===== config.mk =====
export PLATFORM = sky130hd
export DESIGN_NAME = hx_regs
export DESIGN_NICKNAME = d
export VERILOG_FILES = /design/src/sv/hx_pkg.sv /design/src/sv/hx_regs.sv
export SDC_FILE = /design/constraint.sdc
export NUM_CORES = 1
export LEC_CHECK = 0
export BUFFER_PORTS_ARGS = -buffer_cell sky130_fd_sc_hd__buf_2
export CAP_MARGIN = 20
export CELL_PAD_IN_SITES_DETAIL_PLACEMENT = 0
export CELL_PAD_IN_SITES_GLOBAL_PLACEMENT = 1
export CORE_ASPECT_RATIO = 1.5
export CORE_MARGIN = 2
export CORE_UTILIZATION = 28
export DETAILED_ROUTE_END_ITERATION = 10
export PLACE_DENSITY_LB_ADDON = 0.15
export SYNTH_ARGS = -nofsm -noshare
export SYNTH_HDL_FRONTEND = slang
export SYNTH_SLANG_ARGS = --single-unit

===== constraint.sdc =====
create_clock -name clock -period 1.2 [get_ports clock]
set_clock_uncertainty 0.15 [all_clocks]
set_input_delay 0.12 -clock clock [delete_from_list [all_inputs] [get_ports clock]]
set_output_delay 0.12 -clock clock [all_outputs]
set_load 0.01 [all_outputs]

===== src/sv/hx_pkg.sv =====
// ----------------------------------------------------------------------------
// hx_pkg
// Shared constants, types and helpers of the harmonic exciter: sizes,
// datapath operation codes, the tanh table and the rounding helpers.
// ----------------------------------------------------------------------------
`default_nettype none

package hx_pkg;

   localparam int NUM_CHANNELS    = 2;
   localparam int TANH_TABLE_SIZE = 256;

   localparam int CH_W   = (NUM_CHANNELS > 1) ? $clog2(NUM_CHANNELS) : 1;
   localparam int IDX_W  = $clog2(TANH_TABLE_SIZE + 1);
   localparam int ADDR_W = 5;

   // register indexes on the csr port
   localparam logic [2:0] REG_CUTOFF  = 3'd0;
   localparam logic [2:0] REG_DAMPING = 3'd1;
   localparam logic [2:0] REG_NORM    = 3'd2;
   localparam logic [2:0] REG_DRIVE   = 3'd3;
   localparam logic [2:0] REG_RECIP   = 3'd4;
   localparam logic [2:0] REG_WET     = 3'd5;
   localparam logic [2:0] REG_OUTGAIN = 3'd6;

   typedef struct packed {
      logic [17:0] cutoff_coef;
      logic [17:0] damping_sum;
      logic [16:0] norm_coef;
      logic [15:0] drive;
      logic [16:0] drive_recip;
      logic [16:0] wet_gain;
      logic [17:0] out_gain;
   } cfg_type;

   typedef enum logic [3:0] {
      OP_DAMP,
      OP_NORM,
      OP_GH,
      OP_GB,
      OP_DRV,
      OP_IDX,
      OP_INT,
      OP_REC,
      OP_WET,
      OP_OUT
   } op_type;

   typedef struct packed {
      logic   load;
      logic   mul;
      logic   wb;
      logic   rom;
      op_type op;
   } cmd_type;

   typedef logic [31:0] tanh_rom_type [0:TANH_TABLE_SIZE];

   // shift and subtract quotient, only used while the table is worked out
   function automatic logic [63:0] div_u64(logic [63:0] num, logic [63:0] den);
      logic [63:0] quo;
      logic [63:0] rem;
      quo = '0;
      rem = '0;
      for (int b = 63; b >= 0; b--) begin
         rem = {rem[62:0], num[b]};
         if (rem >= den) begin
            rem    = rem - den;
            quo[b] = 1'b1;
         end
      end
      return quo;
   endfunction

   // tanh(k*step) in Q1.30 by the tanh addition formula, worked out at elaboration
   function automatic tanh_rom_type build_tanh();
      tanh_rom_type     rom;
      longint unsigned  one;
      longint unsigned  half;
      longint unsigned  d;
      longint unsigned  d2;
      longint unsigned  d3;
      longint unsigned  d5;
      longint unsigned  d7;
      longint unsigned  t;
      longint unsigned  cur;
      longint unsigned  num;
      longint unsigned  den;
      one  = 64'd1 << 30;
      half = one >> 1;
      d    = div_u64((64'd4 << 30) + (64'(TANH_TABLE_SIZE) >> 1), 64'(TANH_TABLE_SIZE));
      d2   = (d * d + half) >> 30;
      d3   = (d2 * d + half) >> 30;
      d5   = (d3 * d2 + half) >> 30;
      d7   = (d5 * d2 + half) >> 30;
      t    = d - div_u64(d3 + 1, 64'd3) + div_u64(2 * d5 + 7, 64'd15)
             - div_u64(17 * d7 + 157, 64'd315);
      cur  = 0;
      rom[0] = 32'd0;
      for (int i = 1; i <= TANH_TABLE_SIZE; i++) begin
         num = (cur + t) << 30;
         den = one + ((cur * t + half) >> 30);
         cur = div_u64(num + (den >> 1), den);
         rom[i] = cur[31:0];
      end
      return rom;
   endfunction

   localparam tanh_rom_type TANH_ROM = build_tanh();

   // add half an lsb, then floor shift
   function automatic logic signed [63:0] rnd_shift(logic signed [63:0] v, int s);
      return (v + (64'sd1 <<< (s - 1))) >>> s;
   endfunction

   function automatic logic signed [31:0] sat32(logic signed [63:0] v);
      if (v > 64'sd2147483647) begin
         return 32'sh7FFFFFFF;
      end else if (v < -64'sd2147483648) begin
         return 32'sh80000000;
      end
      return v[31:0];
   endfunction

endpackage

`default_nettype wire


===== src/sv/hx_regs.sv =====
// ----------------------------------------------------------------------------
// hx_regs
// Configuration register file behind the csr port.
// ----------------------------------------------------------------------------
`default_nettype none

module hx_regs (
   input  wire                  clock,
   input  wire                  reset,
   input  wire                  psel,
   input  wire                  penable,
   input  wire                  pwrite,
   input  wire [hx_pkg::ADDR_W-1:0] paddr,
   input  wire [31:0]           pwdata,
   output logic [31:0]          prdata,
   output logic                 pready,
   output hx_pkg::cfg_type      cfg
);
   import hx_pkg::*;

   cfg_type     cfg_ff;
   logic        wr_en;
   logic [2:0]  reg_idx;

   assign pready  = 1'b1;
   assign wr_en   = psel && penable && pwrite;
   assign reg_idx = paddr[4:2];
   assign cfg     = cfg_ff;

   always_ff @(posedge clock) begin
      if (reset) begin
         cfg_ff.cutoff_coef <= 18'd17990;
         cfg_ff.damping_sum <= 18'd110672;
         cfg_ff.norm_coef   <= 17'd46000;
         cfg_ff.drive       <= 16'd17203;
         cfg_ff.drive_recip <= 17'd15603;
         cfg_ff.wet_gain    <= 17'd13107;
         cfg_ff.out_gain    <= 18'd65536;
      end else if (wr_en) begin
         case (reg_idx)
            REG_CUTOFF:  cfg_ff.cutoff_coef <= pwdata[17:0];
            REG_DAMPING: cfg_ff.damping_sum <= pwdata[17:0];
            REG_NORM:    cfg_ff.norm_coef   <= pwdata[16:0];
            REG_DRIVE:   cfg_ff.drive       <= pwdata[15:0];
            REG_RECIP:   cfg_ff.drive_recip <= pwdata[16:0];
            REG_WET:     cfg_ff.wet_gain    <= pwdata[16:0];
            REG_OUTGAIN: cfg_ff.out_gain    <= pwdata[17:0];
            default: ;
         endcase
      end
   end

   always_comb begin
      case (reg_idx)
         REG_CUTOFF:  prdata = {14'd0, cfg_ff.cutoff_coef};
         REG_DAMPING: prdata = {14'd0, cfg_ff.damping_sum};
         REG_NORM:    prdata = {15'd0, cfg_ff.norm_coef};
         REG_DRIVE:   prdata = {16'd0, cfg_ff.drive};
         REG_RECIP:   prdata = {15'd0, cfg_ff.drive_recip};
         REG_WET:     prdata = {15'd0, cfg_ff.wet_gain};
         REG_OUTGAIN: prdata = {14'd0, cfg_ff.out_gain};
         default:     prdata = 32'd0;
      endcase
   end

endmodule

`default_nettype wire


==> results.md <==
- Sw Pwr: 2.50 mW
- Number of global-route vias before repair: between 5,000 and 6,000
- Post-DP Area: ~0.0078 sq mm
- Iteration-0 DRC Markers: 323
- Post-route ant nets: 0
- Number of H-tree levels: 4
- Mapped Cells: ~600
- Yosys warning total: 0
- Combinational share of power: 0.108
- Final hold violations: 0
- CTS clk-pin slew, worst paths: approximately 0.05 ns
- # placed instances: approximately 1,100
- Fraction of layout cells with a size suffix above 1: 0.558
- Dpl ws: -0.696 ns
- First-pass GRT wire length: about 35,000 microns
- R2R depth: 5
- Worst hold margin: 0.0346 ns
- Port bufs: 164
- Int Pwr: around 8.6 mW
- PwrDens: roughly 1100 mW/mm^2
- Avg Synthesized Cell Area: slightly below 10 sq um
- CP Capture Point: prdata[6]
- Cell taking the most area after synthesis: dfxtp_1
- Critical Path AT: ~1.5 ns
- Leading post-synthesis cells by cell area: dfxtp_1 (41%), mux2i_1 (17%), nand2b_1 (8.1%), mux2_2 (4.0%), nor2_1 (3.9%)
- Crit Reg-Reg Startpoint: cfg[80]
- Final nets: between 900 and 1,000
- Library cells used by synthesis: 40
- Crit Path Max Fanout: 2
- Max_slew headroom: 0.542
- VDD IR-drop max: approximately 0.7 mV
- Main synth FF type: dfxtp_1
- Register area share after synthesis: 0.412
- Total iterations of the first detailed-routing run: 4
- Crit-path max cell delay: roughly 0.32 ns
- Kind of end point of the critical path: output port
- Shortest period the worst path allows: roughly 1.7 ns
- Slew Limit Fails: 0
- CP Launch Type: register
- CTS sink count: 121
- Dominant cell by count in the synthesized netlist: dfxtp_1
- Worst Setup SP: cfg[109]
- Design area: approximately 0.01 sq mm
- Detailed placement HPWL: about 17,000 microns
- DIE HEIGHT: 181 microns
- Post-synth top cells: dfxtp_1 (121), mux2i_1 (102), nand2b_1 (76)
- Post-route setup slack: -0.548 ns
- Routed wire length: about 24,000 microns
- Post-synth EDFFs: 0
- Final setup viols: 71
- Rows: 64
- Clock power frac: 0.524
- Clk_lat worst skew: 0.41 ns
- Ports: 196
- Die W: 122 microns
- Core Footprint: 0.0205 sq mm
- Via count: roughly 5,800
- Outcome: complete, but fails checks
- Total congestion overflow: 0
- Finished Core Util: 0.476
- Starting Density: 0.286
- Pin count of the biggest net entering global routing: between 40 and 50
- Fmax: about 570 MHz
- Initial antenna violation count: 0
- Period Utilization, post-route: 1.46
- Die area: between 0.02 and 0.025 sq mm
- CP required: between 0.9 and 1 ns
- Area Overhead vs Synth: 66.1%
- Total CTS buffers: 17
- Switch share: 0.226
- Non-Filler Instances: roughly 1,200
- R2R setup slack: about 0.10 ns
- Reg2Reg Capture Point: cfg[80]
- Type of the worst min-delay path: in -> reg
- Max Cap Viol: 0
- Post-synth top area share: 0.412
- Failing checks: negative setup slack
- FFs w/ async S/R, synth: 0
- RSZ-0062 raised after global routing: true
- CP max-delay cell: dfxtp_2
- CTS tree: done
- Slew at the pin with the worst max-slew slack: ~0.69 ns
- Seq cells post-synth: about 120
- WS Path Type: reg -> out
- Clk root buf: clkbuf_16
- Mapped cell area: 0.00587 sq mm
- # fillers: 1,989
- Pleak: 4.57 nW
- WL per Instance: approximately 20 microns
- Critical path cell sequence: mux2_4 > a32oi_1 > o211ai_1 > buf_2
- Vias/cell: about 4.9
- Max Root-Sink Buffers: 2
- RD Place Congestion: between 0.8 and 0.9
- ANT cells: 0
- Share of total power in sequential cells: 0.368
- DRC Markers: 0
- Largest register FFs: 121
- GRT Util Overall: 0.211
## layout make-up
cell class,count,area (sq um),area share
Sequential cell,121,2570,0.264
Clock inverter,6,158,0.0162
Inverter,2,7.51,0.000770
Timing Repair Buffer,342,3010,0.309
Clock buffer,26,509,0.0522
Multi-Input combinational cell,426,3160,0.324
Tap cell,264,330,0.0339
## routing by layer
layer	part of all wire	routed length, microns	global-route usage	vias up
li1	-	-	-	2718
met1	0.41	9820	0.246	2899
met5	0	0	0	-
met4	0.011	271	0.0621	0
met2	0.53	12700	0.380	157
met3	0.042	1010	0.0452	21
## critical path: cells and delay by family (launching register included)
kind            cells  cell delay (ns)
compound gates      2             0.32
buf+inv             1             0.18
flops               1             0.32
mux                 1             0.26
## repair_timing
item | CTS | global route
setup endpoints to repair | 132 | 119
hold buffers | 20 | 0
gates cloned | 0 | 1
pin swaps | 24 | 19
endpoints found under the hold margin | 117 | 0
setup buffers | 16 | 29
resized for setup | 211 | 68
## cells in the final DEF (no fill, tap or decap), types with 2 or more instances in the layout
master         instances
dfxtp_2              121
buf_6                117
mux2i_1              102
buf_2                 97
buf_4                 92
nand2b_1              76
nor2_1                60
a22oi_1               28
nand3_1               21
dlygate4sd3_1         20
o21ai_0               18
a21oi_1               18
a32oi_1               17
clkbuf_16             17
buf_12                16
conb_1                15
o211ai_1              14
mux2_4                12
mux2_2                 9
nand2_4                5
clkbuf_8               5
bufinv_16              5
clkbuf_1               4
nor2_2                 3
nand2_1                3
nor2b_1                2
inv_1                  2
and3b_1                2
and2_4                 2
nand2_8                2
## power groups by stage
stage / Sequential [mW] / Combinational [mW] / Clock, mW
after floorplan: 4.17 / 0.557 / 0
after global placement: 4.16 / 1.05 / 0
after detailed placement: 4.16 / 1.06 / 0
after CTS: 4.08 / 1.17 / 5.90
after global routing: 4.08 / 1.27 / 6.10
final: 4.08 / 1.20 / 5.81
## per-stage QoR
stage	TNS, ns	total power, mW
finish	-10.20	11.1
global route	-12.73	11.4
CTS	-11.00	11.2
detailed placement	-50.11	5.22
global placement	-47.74	5.21
floorplan	0	4.73
## how the worst min path moves through the flow
| stage | start | to | slack (ns) | depth (start not counted) |
|---|---|---|---|---|
| after global placement | pwdata[2] | cfg[105] | 0.26 | 2 |
| after detailed placement | pwdata[2] | cfg[105] | 0.24 | 2 |
| after floorplan | pwdata[2] | cfg[105] | 0.09 | 1 |
| after global routing | reset | cfg[17] | 0.03 | 3 |
| final | reset | cfg[120] | 0.03 | 3 |
| after CTS | reset | cfg[17] | 0.02 | 3 |
## cells by family (layout without fill, tap and decap cells)
| kind of cell | count (synthesis) | in the layout | share of synthesized area |
|---|---|---|---|
| AND/OR/NAND/NOR | 186 | 187 | 0.179 |
| multiplexers | 123 | 123 | 0.214 |
| other | 2 | 15 | 0.00128 |
| flip-flops | 121 | 121 | 0.412 |
| AO/OA/AOI/OAI | 101 | 101 | 0.118 |
| buffers and inverters | 69 | 376 | 0.0756 |
(Power assumes the default switching activity.)
