### src/sv/hx_pkg.sv
// ----------------------------------------------------------------------------
// hx_pkg
// Shared constants, types and helpers of the harmonic exciter: sizes,
// datapath operation codes, the tanh table and the rounding helpers.
// ----------------------------------------------------------------------------
`default_nettype none

package hx_pkg;

   localparam int NUM_CHANNELS    = 2;
   localparam int TANH_TABLE_SIZE = 256;

   localparam int CH_W   = (NUM_CHANNELS > 1) ? $clog2(NUM_CHANNELS) : 1;
   localparam int IDX_W  = $clog2(TANH_TABLE_SIZE + 1);
   localparam int ADDR_W = 5;

   // register indexes on the csr port
   localparam logic [2:0] REG_CUTOFF  = 3'd0;
   localparam logic [2:0] REG_DAMPING = 3'd1;
   localparam logic [2:0] REG_NORM    = 3'd2;
   localparam logic [2:0] REG_DRIVE   = 3'd3;
   localparam logic [2:0] REG_RECIP   = 3'd4;
   localparam logic [2:0] REG_WET     = 3'd5;
   localparam logic [2:0] REG_OUTGAIN = 3'd6;

   typedef struct packed {
      logic [17:0] cutoff_coef;
      logic [17:0] damping_sum;
      logic [16:0] norm_coef;
      logic [15:0] drive;
      logic [16:0] drive_recip;
      logic [16:0] wet_gain;
      logic [17:0] out_gain;
   } cfg_type;

   typedef enum logic [3:0] {
      OP_DAMP,
      OP_NORM,
      OP_GH,
      OP_GB,
      OP_DRV,
      OP_IDX,
      OP_INT,
      OP_REC,
      OP_WET,
      OP_OUT
   } op_type;

   typedef struct packed {
      logic   load;
      logic   mul;
      logic   wb;
      logic   rom;
      op_type op;
   } cmd_type;

   typedef logic [31:0] tanh_rom_type [0:TANH_TABLE_SIZE];

   // shift and subtract quotient, only used while the table is worked out
   function automatic logic [63:0] div_u64(logic [63:0] num, logic [63:0] den);
      logic [63:0] quo;
      logic [63:0] rem;
      quo = '0;
      rem = '0;
      for (int b = 63; b >= 0; b--) begin
         rem = {rem[62:0], num[b]};
         if (rem >= den) begin
            rem    = rem - den;
            quo[b] = 1'b1;
         end
      end
      return quo;
   endfunction

   // tanh(k*step) in Q1.30 by the tanh addition formula, worked out at elaboration
   function automatic tanh_rom_type build_tanh();
      tanh_rom_type     rom;
      longint unsigned  one;
      longint unsigned  half;
      longint unsigned  d;
      longint unsigned  d2;
      longint unsigned  d3;
      longint unsigned  d5;
      longint unsigned  d7;
      longint unsigned  t;
      longint unsigned  cur;
      longint unsigned  num;
      longint unsigned  den;
      one  = 64'd1 << 30;
      half = one >> 1;
      d    = div_u64((64'd4 << 30) + (64'(TANH_TABLE_SIZE) >> 1), 64'(TANH_TABLE_SIZE));
      d2   = (d * d + half) >> 30;
      d3   = (d2 * d + half) >> 30;
      d5   = (d3 * d2 + half) >> 30;
      d7   = (d5 * d2 + half) >> 30;
      t    = d - div_u64(d3 + 1, 64'd3) + div_u64(2 * d5 + 7, 64'd15)
             - div_u64(17 * d7 + 157, 64'd315);
      cur  = 0;
      rom[0] = 32'd0;
      for (int i = 1; i <= TANH_TABLE_SIZE; i++) begin
         num = (cur + t) << 30;
         den = one + ((cur * t + half) >> 30);
         cur = div_u64(num + (den >> 1), den);
         rom[i] = cur[31:0];
      end
      return rom;
   endfunction

   localparam tanh_rom_type TANH_ROM = build_tanh();

   // add half an lsb, then floor shift
   function automatic logic signed [63:0] rnd_shift(logic signed [63:0] v, int s);
      return (v + (64'sd1 <<< (s - 1))) >>> s;
   endfunction

   function automatic logic signed [31:0] sat32(logic signed [63:0] v);
      if (v > 64'sd2147483647) begin
         return 32'sh7FFFFFFF;
      end else if (v < -64'sd2147483648) begin
         return 32'sh80000000;
      end
      return v[31:0];
   endfunction

endpackage

`default_nettype wire

### src/sv/hx_ctrl.sv
// ----------------------------------------------------------------------------
// hx_ctrl
// Sequencer: steps the datapath through its multiply, write-back and table
// read ops and runs both handshakes.
// ----------------------------------------------------------------------------
`default_nettype none

module hx_ctrl (
   input  wire              clock,
   input  wire              reset,
   input  wire              req_valid,
   output logic             req_stall,
   output logic             rsp_valid,
   input  wire              rsp_stall,
   output hx_pkg::cmd_type  cmd
);
   import hx_pkg::*;

   typedef enum logic [1:0] {
      ST_IDLE,
      ST_ISSUE,
      ST_WB,
      ST_ROM
   } state_type;

   state_type state_ff, state_in;
   op_type    op_ff, op_in;
   logic      rsp_valid_ff, rsp_valid_in;
   logic      out_free;
   logic      accept;

   assign req_stall = (state_ff != ST_IDLE);
   assign rsp_valid = rsp_valid_ff;
   assign accept    = req_valid && (state_ff == ST_IDLE);
   assign out_free  = !rsp_valid_ff || !rsp_stall;

   always_comb begin
      state_in     = state_ff;
      op_in        = op_ff;
      rsp_valid_in = rsp_valid_ff && rsp_stall;
      cmd.load     = 1'b0;
      cmd.mul      = 1'b0;
      cmd.wb       = 1'b0;
      cmd.rom      = 1'b0;
      cmd.op       = op_ff;
      case (state_ff)
         ST_IDLE: begin
            if (accept) begin
               cmd.load = 1'b1;
               op_in    = OP_DAMP;
               state_in = ST_ISSUE;
            end
         end
         ST_ISSUE: begin
            cmd.mul  = 1'b1;
            state_in = ST_WB;
         end
         ST_WB: begin
            if (op_ff == OP_OUT) begin
               // hold the product until the output register is free
               if (out_free) begin
                  cmd.wb       = 1'b1;
                  rsp_valid_in = 1'b1;
                  state_in     = ST_IDLE;
               end
            end else begin
               cmd.wb   = 1'b1;
               op_in    = op_type'(4'(op_ff) + 4'd1);
               state_in = (op_ff == OP_IDX) ? ST_ROM : ST_ISSUE;
            end
         end
         ST_ROM: begin
            cmd.rom  = 1'b1;
            state_in = ST_ISSUE;
         end
         default: state_in = ST_IDLE;
      endcase
   end

   always_ff @(posedge clock) begin
      if (reset) begin
         state_ff     <= ST_IDLE;
         op_ff        <= OP_DAMP;
         rsp_valid_ff <= 1'b0;
      end else begin
         state_ff     <= state_in;
         op_ff        <= op_in;
         rsp_valid_ff <= rsp_valid_in;
      end
   end

endmodule

`default_nettype wire

### config.mk
export PLATFORM = sky130hd
export DESIGN_NAME = hx_ctrl
export DESIGN_NICKNAME = d
export VERILOG_FILES = /design/src/sv/hx_pkg.sv /design/src/sv/hx_ctrl.sv
export SDC_FILE = /design/constraint.sdc
export NUM_CORES = 1
export LEC_CHECK = 0
export ABC_AREA = 0
export BUFFER_PORTS_ARGS = -buffer_cell sky130_fd_sc_hd__buf_4
export CAP_MARGIN = 20
export CORE_MARGIN = 2
export CORE_UTILIZATION = 35
export CTS_BUF_LIST = sky130_fd_sc_hd__clkbuf_2 sky130_fd_sc_hd__clkbuf_4 sky130_fd_sc_hd__clkbuf_8
export DETAILED_ROUTE_END_ITERATION = 8
export SKIP_CTS_REPAIR_TIMING = 1
export SYNTH_ARGS = -nofsm -noshare
export SYNTH_HDL_FRONTEND = slang
export SYNTH_SLANG_ARGS = --single-unit
export TNS_END_PERCENT = 10
### constraint.sdc
create_clock -name clock -period 2.55 [get_ports clock]
set_clock_uncertainty 0.2 [all_clocks]
set_input_delay 0.51 -clock clock [delete_from_list [all_inputs] [get_ports clock]]
set_output_delay 0.51 -clock clock [all_outputs]
set_load 0.1 [all_outputs]
==> load_flow_metrics.sql, run 1 <==
INSERT INTO impl_metrics (metric_group, metric, value, unit) VALUES
('placement', 'hpwlAfterDp', '757', 'um'),
('timing', 'setup_viol', '0', ''),
('timing', 'maxClockFrequency', '445', 'MHz'),
('setup_path', 'ff2ff_setup_slack', '580', 'ps'),
('setup_path', 'rr_startpoint', 'state_ff[0]', ''),
('layout', 'finish.net_count', '82', ''),
('global_routing', 'pin_count_of_the_biggest_net_entering_global_routing', '13', ''),
('clocking', 'path_clk_slew', '60', 'ps'),
('min_path', 'min_path_cells', '2', ''),
('setup_path', 'timing.critical_path.cells', 'inv_1, ha_1, o31a_2, buf_4', ''),
('timing', 'timing.final.crit_share', '88.2', '%'),
('setup_path', 'critPathKind', 'flop to primary output', ''),
('setup_path', 'r2r.worst_path.cells', '5', ''),
('setup_path', 'start_kind', 'flop', ''),
('synth', 'ys_ff_latch', '7', ''),
('setup_path', 'worst_ep_arrival_time', '1540', 'ps'),
('synth', 'synth.yosys.warnings', '0', ''),
('route', 'totalWireLength', '1030', 'um'),
('layout', 'antenna_diode_instance_count', '0', ''),
('timing', 'worst_slew_margin_rel', '77.1', '%'),
('global_routing', 'first_global_vias', '374', ''),
('floorplanning', 'fp-row-count', '13', ''),
('layout', 'fill_cells', '140', ''),
('timing', 'rsz0062_at_grt', 'no', ''),
('synth', 'number_of_flops_mapped_to_enable_cells_by_yosys', '0', ''),
('status', 'outcome', 'complete, no violations', ''),
('timing', 'setup-tns-final', '0', 'ps'),
('synth', 'part_of_the_yosys_area_used_for_sequential_elements', '29.3', '%'),
('setup_path', 'worstSetupEndpointType', 'primary output', ''),
('layout', 'most-common-layout-cells', '13 x sky130_fd_sc_hd__buf_4, 6 x sky130_fd_sc_hd__inv_1, 6 x sky130_fd_sc_hd__ha_1', ''),
('route', 'detail_route.first_pass.iterations', '4', ''),
('route', 'vias', '455', ''),
('power_and_ir_drop', 'power-per-cell-area', '536', 'mW/mm2'),
('timing', 'maxSlewViolCount', '0', ''),
('global_routing', 'antenna_found_initial', '0', ''),
('synth', 'async_set_or_reset_register_ratio_after_synthesis', '0', '%'),
('synth', 'mappedNetlistNets', '65', ''),
('power_and_ir_drop', 'p_leak', '0.274', 'nW'),
('setup_path', 'critical_path.top_delay_family', 'buffers and inverters', ''),
('floorplanning', 'die_area', '0.00168', 'mm2'),
('min_path', 'hold_class', 'input port to flop', ''),
('route', 'drcViolationCount', '0', ''),
('clocking', 'numClockSinks', '7', ''),
('route', 'post_drt_via_cell_ratio', '5.29', ''),
('global_routing', 'grt.total_usage', '14.1', '%'),
('min_path', 'hold_end', 'op_ff[1]', ''),
('timing', 'timing_worst_slew_pin_value', '334', 'ps'),
('route', 'first_drt_iteration_drcs', '11', ''),
('floorplanning', 'chipWidth', '41.0', 'um'),
('clocking', 'insertion_delay', '250', 'ps'),
('timing', 'final.min_clock_period', '2250', 'ps'),
('global_routing', 'overflow', '0', ''),
('setup_path', 'cp.required', '1840', 'ps'),
('run', 'max_cap_violations', '0', ''),
('synth', 'synthesis.area_per_instance', '8.69', 'um2'),
('synth', 'synth.cell_area', '478', 'um2'),
('clocking', 'clock_tree.buffer_depth', '2', ''),
('floorplanning', 'core_area', '0.00128', 'mm2'),
('setup_path', 'max_stage_delay', '380', 'ps'),
('floorplanning', 'initial_core_util', '37.2', '%'),
('synth', 'syn-instance-count', '55', ''),
('setup_path', 'crit_fanout', '12', ''),
('timing', 'finalHoldViolations', '0', ''),
('route', 'final_antenna_net_count', '0', ''),
('placement', 'buffer_ports.inserted', '13', ''),
('placement', 'gp_congestion', '0.740', ''),
('setup_path', 'crit_path_top_delay_cell', 'sky130_fd_sc_hd__ha_1', ''),
('clocking', 'number_of_clock_buffers_inserted_by_tritoncts', '3', ''),
('clocking', 'cts_tree', 'yes', ''),
('layout', 'mostFrequentLayoutCell', 'sky130_fd_sc_hd__buf_4', ''),
('floorplanning', 'die_h', '41.0', 'um');
registers in the layout (all words and copies together) (netlist names):
signal	cells
op_ff	4
state_ff	2
rsp_valid	1
kinds of logic after synthesis:
family	synth area share (%)
multiplexers	4.19
adder cells (fa/ha/maj)	15.7
buffers and inverters	5.76
flip-flops	29.3
AO/OA/AOI/OAI	17.5
AND/OR/NAND/NOR	27.5
how the worst max path moves through the flow:
stage           startpoint  endpoint  cells past startpoint
6_report       state_ff[0]    cmd[5]                      4
3_3_place_gp   state_ff[0]    cmd[5]                      4
4_1_cts        state_ff[0]    cmd[5]                      4
3_5_place_dp   state_ff[0]    cmd[5]                      4
2_1_floorplan     op_ff[3]    cmd[5]                      2
5_1_grt        state_ff[0]    cmd[5]                      4
per-stage QoR:
stage	setup slack, ps	instances	power [mW]	hold slack, ps	util (%)
2_1_floorplan	166	55	0.202	271	-
3_3_place_gp	589	82	0.223	291	46.1
3_5_place_dp	573	82	0.223	293	46.1
4_1_cts	290	86	0.338	264	48.4
5_1_grt	183	86	0.353	257	48.4
6_report	302	86	0.334	259	48.4
power breakdown:
group	leakage [nW]	internal, mW	switching (mW)
Combinational	0.198	0.0264	0.0789
Sequential	0.0577	0.113	0.00276
Clock	0.0184	0.0704	0.0425
Total	0.274	0.209	0.124
synthesized netlist by cell type (2+ instances only):
library cell | count | area share, %
sky130_fd_sc_hd__a21oi_1 | 5 | 5.2
sky130_fd_sc_hd__dfxtp_1 | 7 | 29
sky130_fd_sc_hd__ha_1 | 6 | 16
sky130_fd_sc_hd__inv_1 | 6 | 4.7
sky130_fd_sc_hd__mux2i_1 | 2 | 4.2
sky130_fd_sc_hd__nand2_1 | 3 | 2.4
sky130_fd_sc_hd__nand3_1 | 3 | 3.1
sky130_fd_sc_hd__nand4b_1 | 3 | 5.5
sky130_fd_sc_hd__nor2b_1 | 2 | 2.6
sky130_fd_sc_hd__o21ai_0 | 5 | 5.2
per-layer routing:
layer / routed length (um) / vias up / track usage [%]
met1: 533 / 210 / 19.4
met2: 443 / 15 / 19.9
met4: 0 / 0 / 7.50
li1: - / 230 / -
met5: 0 / - / 0
met3: 55 / 0 / 3.26
cell type report:
cell class / count / area, um2 / share of cell area [%]
well taps: 15 / 18.8 / 3.02
clock buffers: 4 / 30.0 / 4.83
multi-input cells: 41 / 310 / 49.9
repair buffers: 13 / 97.6 / 15.7
flip-flops and latches: 7 / 143 / 22.9
inverters: 6 / 22.5 / 3.62
(Power assumes the default switching activity.)
==> run 2: changes to the inputs <==
==> constraint.sdc (replaced) <==
create_clock -name clock -period 2.55 [get_ports clock]
set_clock_uncertainty 0.2 [all_clocks]
set_input_delay 0.3825 -clock clock [delete_from_list [all_inputs] [get_ports clock]]
set_output_delay 0.3825 -clock clock [all_outputs]
set_load 0.1 [all_outputs]
==> run 2 against run 1 <==
Effect of this change:
- wire length decreased by 1.6%
- non-clock buffer count unchanged
- register-to-register slack barely moved
- first-iteration DRC count grew 9.1%
- via count shrank 0.44%
- worst setup slack improved by 120 ps
- power is 0.70% higher
- die area unchanged
- critical path type unchanged
- largest power group is now clock
==> load_flow_metrics.sql, run 2 (synthesized netlist as in run 1, its figures left out) <==
INSERT INTO impl_metrics (metric_group, metric, value, unit) VALUES
('status', 'outcome', 'complete, no violations', ''),
('layout', 'layout.core_utilization', '48.2', '%'),
('floorplanning', 'die_area', '0.00168', 'mm2'),
('route', 'final_antenna_net_count', '0', ''),
('floorplanning', 'core_area', '0.00128', 'mm2'),
('setup_path', 'worst_ep_arrival_time', '1550', 'ps'),
('global_routing', 'first_global_vias', '352', ''),
('clocking', 'number_of_clock_buffers_inserted_by_tritoncts', '3', ''),
('placement', 'hpwlAfterDp', '745', 'um'),
('setup_path', 'worstSetupEndpointType', 'primary output', ''),
('timing', 'setup-tns-final', '0', 'ps'),
('layout', 'finish.instance_area', '619', 'um2'),
('min_path', 'hold_class', 'input port to flop', ''),
('route', 'vias', '453', ''),
('setup_path', 'start_kind', 'flop', ''),
('floorplanning', 'initial_core_util', '37.2', '%'),
('global_routing', 'antenna_found_initial', '0', ''),
('layout', 'fill_cells', '122', ''),
('layout', 'area.growth.synth_to_final', '29.6', '%'),
('placement', 'number_of_instances_in_the_placed_design', '82', ''),
('placement', 'postPlaceCellArea', '589', 'um2'),
('clocking', 'h-tree-depth', '1', ''),
('global_routing', 'wire_length_of_the_first_global_routing_pass', '1480', 'um'),
('clocking', 'path_clk_slew', '60', 'ps'),
('timing', 'final_critical_path_setup_slack', '420', 'ps'),
('setup_path', 'critPathKind', 'flop to primary output', ''),
('route', 'wirelength_per_cell', '11.8', 'um'),
('timing', 'rsz0062_at_grt', 'no', ''),
('clocking', 'numClockSinks', '7', ''),
('floorplanning', 'die_h', '41.0', 'um'),
('floorplanning', 'chipWidth', '41.0', 'um'),
('run', 'max_cap_violations', '0', ''),
('clocking', 'clockRootBuffer', 'sky130_fd_sc_hd__clkbuf_4', ''),
('floorplanning', 'fp-row-count', '13', ''),
('clocking', 'cts_tree', 'yes', ''),
('clocking', 'clock_tree.buffer_depth', '2', ''),
('timing', 'finalHoldViolations', '0', ''),
('layout', 'finish.cell_count_without_fillers', '86', ''),
('route', 'post_drt_via_cell_ratio', '5.27', ''),
('timing', 'timing_worst_slew_pin_value', '355', 'ps'),
('layout', 'largest_reg_flops', '4', ''),
('global_routing', 'grt.total_usage', '13.9', '%'),
('global_routing', 'pin_count_of_the_biggest_net_entering_global_routing', '13', ''),
('placement', 'buffer_ports.inserted', '13', ''),
('global_routing', 'globalRouteMet3Util', '3.26', '%'),
('route', 'totalWireLength', '1020', 'um'),
('setup_path', 'cp.required', '1970', 'ps'),
('layout', 'finish.net_count', '82', ''),
('global_routing', 'busiest_layer', 'met1', ''),
('timing', 'timing.final.crit_share', '83.5', '%'),
('global_routing', 'groute.layer.met2.usage', '16.4', '%'),
('layout', 'most-common-layout-cells', '13 x sky130_fd_sc_hd__buf_4, 7 x sky130_fd_sc_hd__dfxtp_1, 6 x sky130_fd_sc_hd__inv_1, 6 x sky130_fd_sc_hd__ha_1', ''),
('timing', 'hold_slack', '135', 'ps'),
('power_and_ir_drop', 'power-per-cell-area', '542', 'mW/mm2'),
('timing', 'maxClockFrequency', '469', 'MHz'),
('global_routing', 'groute.layer.met1.usage', '20.8', '%'),
('route', 'drcViolationCount', '0', ''),
('global_routing', 'overflow', '0', ''),
('layout', 'mostFrequentLayoutCell', 'sky130_fd_sc_hd__buf_4', ''),
('timing', 'setup_viol', '0', ''),
('placement', 'dp_slack', '629', 'ps'),
('layout', 'antenna_diode_instance_count', '0', ''),
('layout', 'final_layout_size_suffix_gt1_share', '28.2', '%'),
('clocking', 'insertion_delay', '250', 'ps'),
('timing', 'worst_slew_margin_rel', '76.4', '%'),
('placement', 'gp_congestion', '0.820', ''),
('power_and_ir_drop', 'report.power.total', '0.336', 'mW'),
('route', 'detail_route.first_pass.iterations', '4', ''),
('layout', 'top_register', 'op_ff', ''),
('route', 'first_drt_iteration_drcs', '12', ''),
('setup_path', 'crit_fanout', '12', ''),
('floorplanning', 'design.portCount', '14', ''),
('power_and_ir_drop', 'worst_ir_drop_vdd', '0.232', 'mV'),
('power_and_ir_drop', 'p_leak', '0.273', 'nW'),
('timing', 'final.min_clock_period', '2130', 'ps'),
('timing', 'maxSlewViolCount', '0', '');
-- run 2: layout make-up --
type	instances	area, um2	area share (%)
Multi-Input combinational cell	41	310	50.1
Sequential cell	7	140	22.6
Timing Repair Buffer	13	97.6	15.8
Clock buffer	4	30.0	4.85
Inverter	6	22.5	3.64
Tap cell	15	18.8	3.03
-- run 2: final timing paths --
check                            startpoint          end  slack, ps  depth (start not counted)
worst min-delay path                  reset    rsp_valid        140                          2
worst max register to register  state_ff[0]     op_ff[2]        590                          5
worst max-delay path            state_ff[0]       cmd[5]        420                          4
worst min register to register  state_ff[1]  state_ff[1]        310                          2
-- run 2: critical path, stage by stage (launching register included) --
cell and delay (ps):
sky130_fd_sc_hd__dfxtp_1 320, sky130_fd_sc_hd__inv_1 100, sky130_fd_sc_hd__ha_1 380, sky130_fd_sc_hd__o31a_2 210, sky130_fd_sc_hd__buf_4 280
-- run 2: routing by layer --
layer / wire length [um] / vias up
li1: - / 234
met1: 530 / 202
met2: 406 / 15
met3: 66 / 2
met4: 12 / 0
met5: 0 / -
-- run 2: power by group --
part	total [mW]	switching (mW)	internal [mW]	leakage, nW
Combinational	0.105	0.0783	0.0263	0.198
Clock	0.116	0.0455	0.0706	0.0184
Sequential	0.115	0.00277	0.112	0.0567
Total	0.336	0.127	0.209	0.273
